File: src/pcr_dot_lane.sv
`default_nettype none

module pcr_dot_lane #(
   parameter int W = 21
) (
   input  wire logic                   clock,
   input  wire logic signed [W-1:0]    va,
   input  wire logic signed [W-1:0]    vb,
   input  wire logic signed [W-1:0]    aa,
   input  wire logic signed [W-1:0]    ab,
   input  wire logic signed [W-1:0]    n,
   input  wire logic                   has_second,
   output logic signed [2*W:0]         prod_v,
   output logic signed [2*W:0]         prod_a
);

   logic signed [W:0]   rv;
   logic signed [W:0]   ra;
   logic signed [2*W:0] prod_v_ff;
   logic signed [2*W:0] prod_a_ff;

   // relative velocity and acceleration of this component
   always_comb begin
      rv = (W+1)'(va) - (has_second ? (W+1)'(vb) : '0);
      ra = (W+1)'(aa) - (has_second ? (W+1)'(ab) : '0);
   end

   // component products against the normal
   always_ff @(posedge clock) begin
      prod_v_ff <= rv * (W+1)'(n);
      prod_a_ff <= ra * (W+1)'(n);
   end

   assign prod_v = prod_v_ff;
   assign prod_a = prod_a_ff;

endmodule

`default_nettype wire

File: config.mk
export PLATFORM = sky130hd
export DESIGN_NAME = pcr_dot_lane
export DESIGN_NICKNAME = d
export VERILOG_FILES = /design/src/pcr_dot_lane.sv
export SDC_FILE = /design/constraint.sdc
export NUM_CORES = 2
export LEC_CHECK = 0
export BUFFER_PORTS_ARGS = -buffer_cell sky130_fd_sc_hd__buf_2
export CAP_MARGIN = 20
export CORE_ASPECT_RATIO = 0.5
export CORE_MARGIN = 8
export CORE_UTILIZATION = 71
export CTS_BUF_LIST = sky130_fd_sc_hd__clkbuf_8
export DETAILED_ROUTE_END_ITERATION = 8
export PLACE_DENSITY = 0.92
export SLEW_MARGIN = 25
export SYNTH_ARGS = -nofsm -noshare
export SYNTH_HDL_FRONTEND = slang
export SYNTH_SLANG_ARGS = --single-unit
File: constraint.sdc
create_clock -name clock -period 15.8 [get_ports clock]
set_input_delay 0.79 -clock clock [delete_from_list [all_inputs] [get_ports clock]]
set_output_delay 0.79 -clock clock [all_outputs]
set_load 0.02 [all_outputs]
After elaboration in Yosys (flattened, before gate mapping)
Index checks and enable logic that the tools add are counted.
- add/sub/neg operators: 2
- multiply operators: 2
- muxes and demuxes: 2
- operator list (cell ; number):
    $mul A22 B21 Y43 ; 2
    $mux W22 ; 2
    $sub A22 B22 Y22 ; 2
- bits in registers: 86
- bits of input ports: 107
- output and inout port bits: 86
- word-level logic and storage cells: 8

Longest topological paths before layout
- depth in word-level cells: 3
- gate-level depth with buffers: 40
- depth with buffers taken out: 36

Worst setup path before layout
No wires, ideal clock.
- path kind: input to register
- start: input port has_second
- end: register prod_v_ff[36], in the netlist prod_v[36]
- setup time: 0.072 ns
- data arrival time: 9.322 ns
- setup slack: 6.406 ns
- stages: 36
- buffers on the path: 3
- cells stage by stage: clkbuf_1 -> and2_1 -> ha_1 -> fa_1 -> nor2b_1 -> o21ai_2 -> a21boi_2 -> o41ai_4 -> o31ai_2 -> a21oi_1 -> a21boi_1 -> buf_2 -> nor4_1 -> a311o_1 -> fa_1 -> fa_1 -> inv_1 -> fa_1 -> inv_1 -> fa_1 -> fa_1 -> fa_1 -> inv_1 -> fa_1 -> inv_1 -> ha_1 -> buf_6 -> a21oi_2 -> o21bai_1 -> a21o_1 -> or3_1 -> a22o_1 -> o41a_1 -> a211o_1 -> a21oi_2 -> xnor2_1
- cells in the longest elaborated chain, start to end: 3
- ends and longest elaborated chain (item ; line ; source):
    start, declared ; 12 ; input wire logic has_second,
    $mux W22 ; 24 ; rv = (W+1)'(va) - (has_second ? (W+1)'(vb) : '0);
    $sub A22 B22 Y22 ; 24 ;
    $mul A22 B21 Y43 ; 30 ; prod_v_ff <= rv * (W+1)'(n);
    end signal, assigned ; 30 ;
    end, declared ; 19 ; logic signed [2*W:0] prod_v_ff;
No other way between the ends.

Final worst setup path
- start: input port has_second
- end: register prod_v_ff[39], in the netlist prod_v[39]
Same word-level chain as after synthesis.

==> results.toml <==
[timing]
setup_violations = 0
rsz0062_at_grt = "no"
post-route-min-period_ps = 10900
timing.fmax_mhz = 91.8
finalHoldViolCount = 0
worstMarginPinSlew_ps = 1100
period_share_pct = 69.0
slew_headroom_pct = 26.4
maxSlewViolCount = 0
layout_setup_ws_ps = 4900
tns_ps = 0

[die]
rows = 61
dieHeight_um = 184
initial_core_util_pct = 71.9
ioPinCount = 193
fp.coreArea_um2 = 55600
die_w_um = 352
dieArea_um2 = 64700

[clock_network]
h-tree-depth = 3
ctsHoldBuffers = 0
cts.clk_slew.worst_paths_ps = 120
root_buffer = "clkbuf_8"
cts_buffers = 9
clkSinkCount = 86
cts_tree = "built"
clockBufferDepth = 2
post_cts_buffers = 0
cts.repair.resized = 0

[synth]
netlist_top_cells_count = "inv_1, fa_1, nand2_1"
syn_area_um2 = 40000
synth_top_area_cell = "fa_1"
ys_types = 75
synth.ff_latch_count = 86
syn_inst = 4557
synthArstFlopShare_pct = 0
avgSynthCellArea_um2 = 8.78
synth_top_cell_area_share_pct = 47.9
yosys-top-cells-area = "fa_1, inv_1, ha_1"
synth_warnings = 0
ys.flop_type = "dfxtp_1"
synth.most_common_cell = "inv_1"
synth_nets = 5890
yosysSeqAreaShare_pct = 4.30
synth_edf_count = 0

[placement]
dpl.hpwl_mm = 82.7
port_buffers = 192
gp_congestion = 0.950
pre_cts_ws_ps = 4310

[critical_path]
cp.arrival_ps = 11300
crit_top_cell = "fa_1"
crit_path_top_delay_cell = "o41ai_2"
cpPeakStageDelay_ps = 890
path_class = "input port to flip-flop"
crit_required_ps = 16200
crit_fanout = 42
cp-end-kind = "flip-flop"
critPathLaunchType = "input port"

[cells_and_area]
num-nets-final = 5895
drive_above_1_share_pct = 6.92
n_fill_cell = 3592
syn2layout_area_growth_pct = 4.35

[grt]
grt_overflow = 0
grtUsageTotal_pct = 34.8
grt_antenna_before_repair = 3
grt_max_degree = 62
grt_pass1_vias = 36466
grt_first_pass_wirelength_mm = 179

[hold_path]
min-delay-start = "va[0]"
min_path_cells = 5
hold_end = "prod_v[0]"
hold_class = "input port to flip-flop"

[detailed_routing]
vias = 32416
vias_per_cell = 6.09
ant_nets = 0
drtPass1Iterations = 6
drc = 0
drtIter0Drc = 3111
wl_per_cell_um = 20.4
routed_wl_mm = 109

[outcome]
status = "finished, final reports clean"

[job]
maxCapViolations = 0
-- metrics by stage --
step	utilization [%]	cells	area (um2)	hold WS, ps
4_1_cts	74.9	5323	41700	939
6_report	75.1	5327	41800	978
2_1_floorplan	-	4557	40000	1070
3_5_place_dp	74.6	5307	41500	1210
5_1_grt	75.0	5326	41800	990
3_3_place_gp	74.5	5307	41500	1210
-- cell usage in the layout, fill, tap and decap left out, types with 84 or more instances in the layout --
master,instances
a21oi_1,84
and2_1,289
buf_2,192
dfxtp_1,86
fa_1,958
ha_1,267
inv_1,1078
nand2_1,666
nor2_1,85
nor2b_1,88
xnor2_1,86
-- cell families after synthesis --
group / after synthesis / share of synthesized area [%]
buffers and inverters: 1339 / 12.6
and+or+nand+nor: 1348 / 16.2
xor gates and xnor gates: 124 / 2.71
AOI/OAI and AO/OA: 410 / 7.23
muxes: 24 / 0.638
DFF: 86 / 4.30
adders and majority gates: 1226 / 56.3
-- state kept, by name (all words and copies together) (netlist names) --
name	cells
prod_a	43
prod_v	43
-- critical path: cells and delay by family --
family,cells,cell delay [ps]
compound gates,14,4440
xor+xnor,1,150
fa+ha+maj,9,4010
buf+inv,7,1310
simple gates,4,590
-- cell type report --
type / count / area (um2) / area share (%)
Multi-Input combinational cell: 3132 / 33400 / 80.0
Inverter: 1080 / 4050 / 9.71
Sequential cell: 86 / 1720 / 4.12
Tap cell: 756 / 946 / 2.27
Timing Repair Buffer: 253 / 1420 / 3.40
Clock inverter: 7 / 75.1 / 0.180
Clock buffer: 9 / 124 / 0.297
Antenna cell: 4 / 10.0 / 0.0240
-- how the worst max path moves through the flow --
| stage | cells past startpoint | endpoint | start |
|---|---|---|---|
| 2_1_floorplan | 36 | prod_v[36] | has_second |
| 3_3_place_gp | 32 | prod_v[39] | has_second |
| 3_5_place_dp | 32 | prod_v[39] | has_second |
| 4_1_cts | 32 | prod_v[39] | has_second |
| 5_1_grt | 35 | prod_v[39] | has_second |
| 6_report | 35 | prod_v[39] | has_second |
-- routing by layer --
metal	track usage [%]	wire, um	up-vias
met5	0	0	-
met2	57.2	52000	2160
li1	-	-	13535
met1	40.9	36100	16033
met4	23.5	8220	0
met3	8.36	12300	688
Power is left out: the tool's default activity adds up to more than one toggle a clock period on the data nets, which glitch-free logic cannot reach.
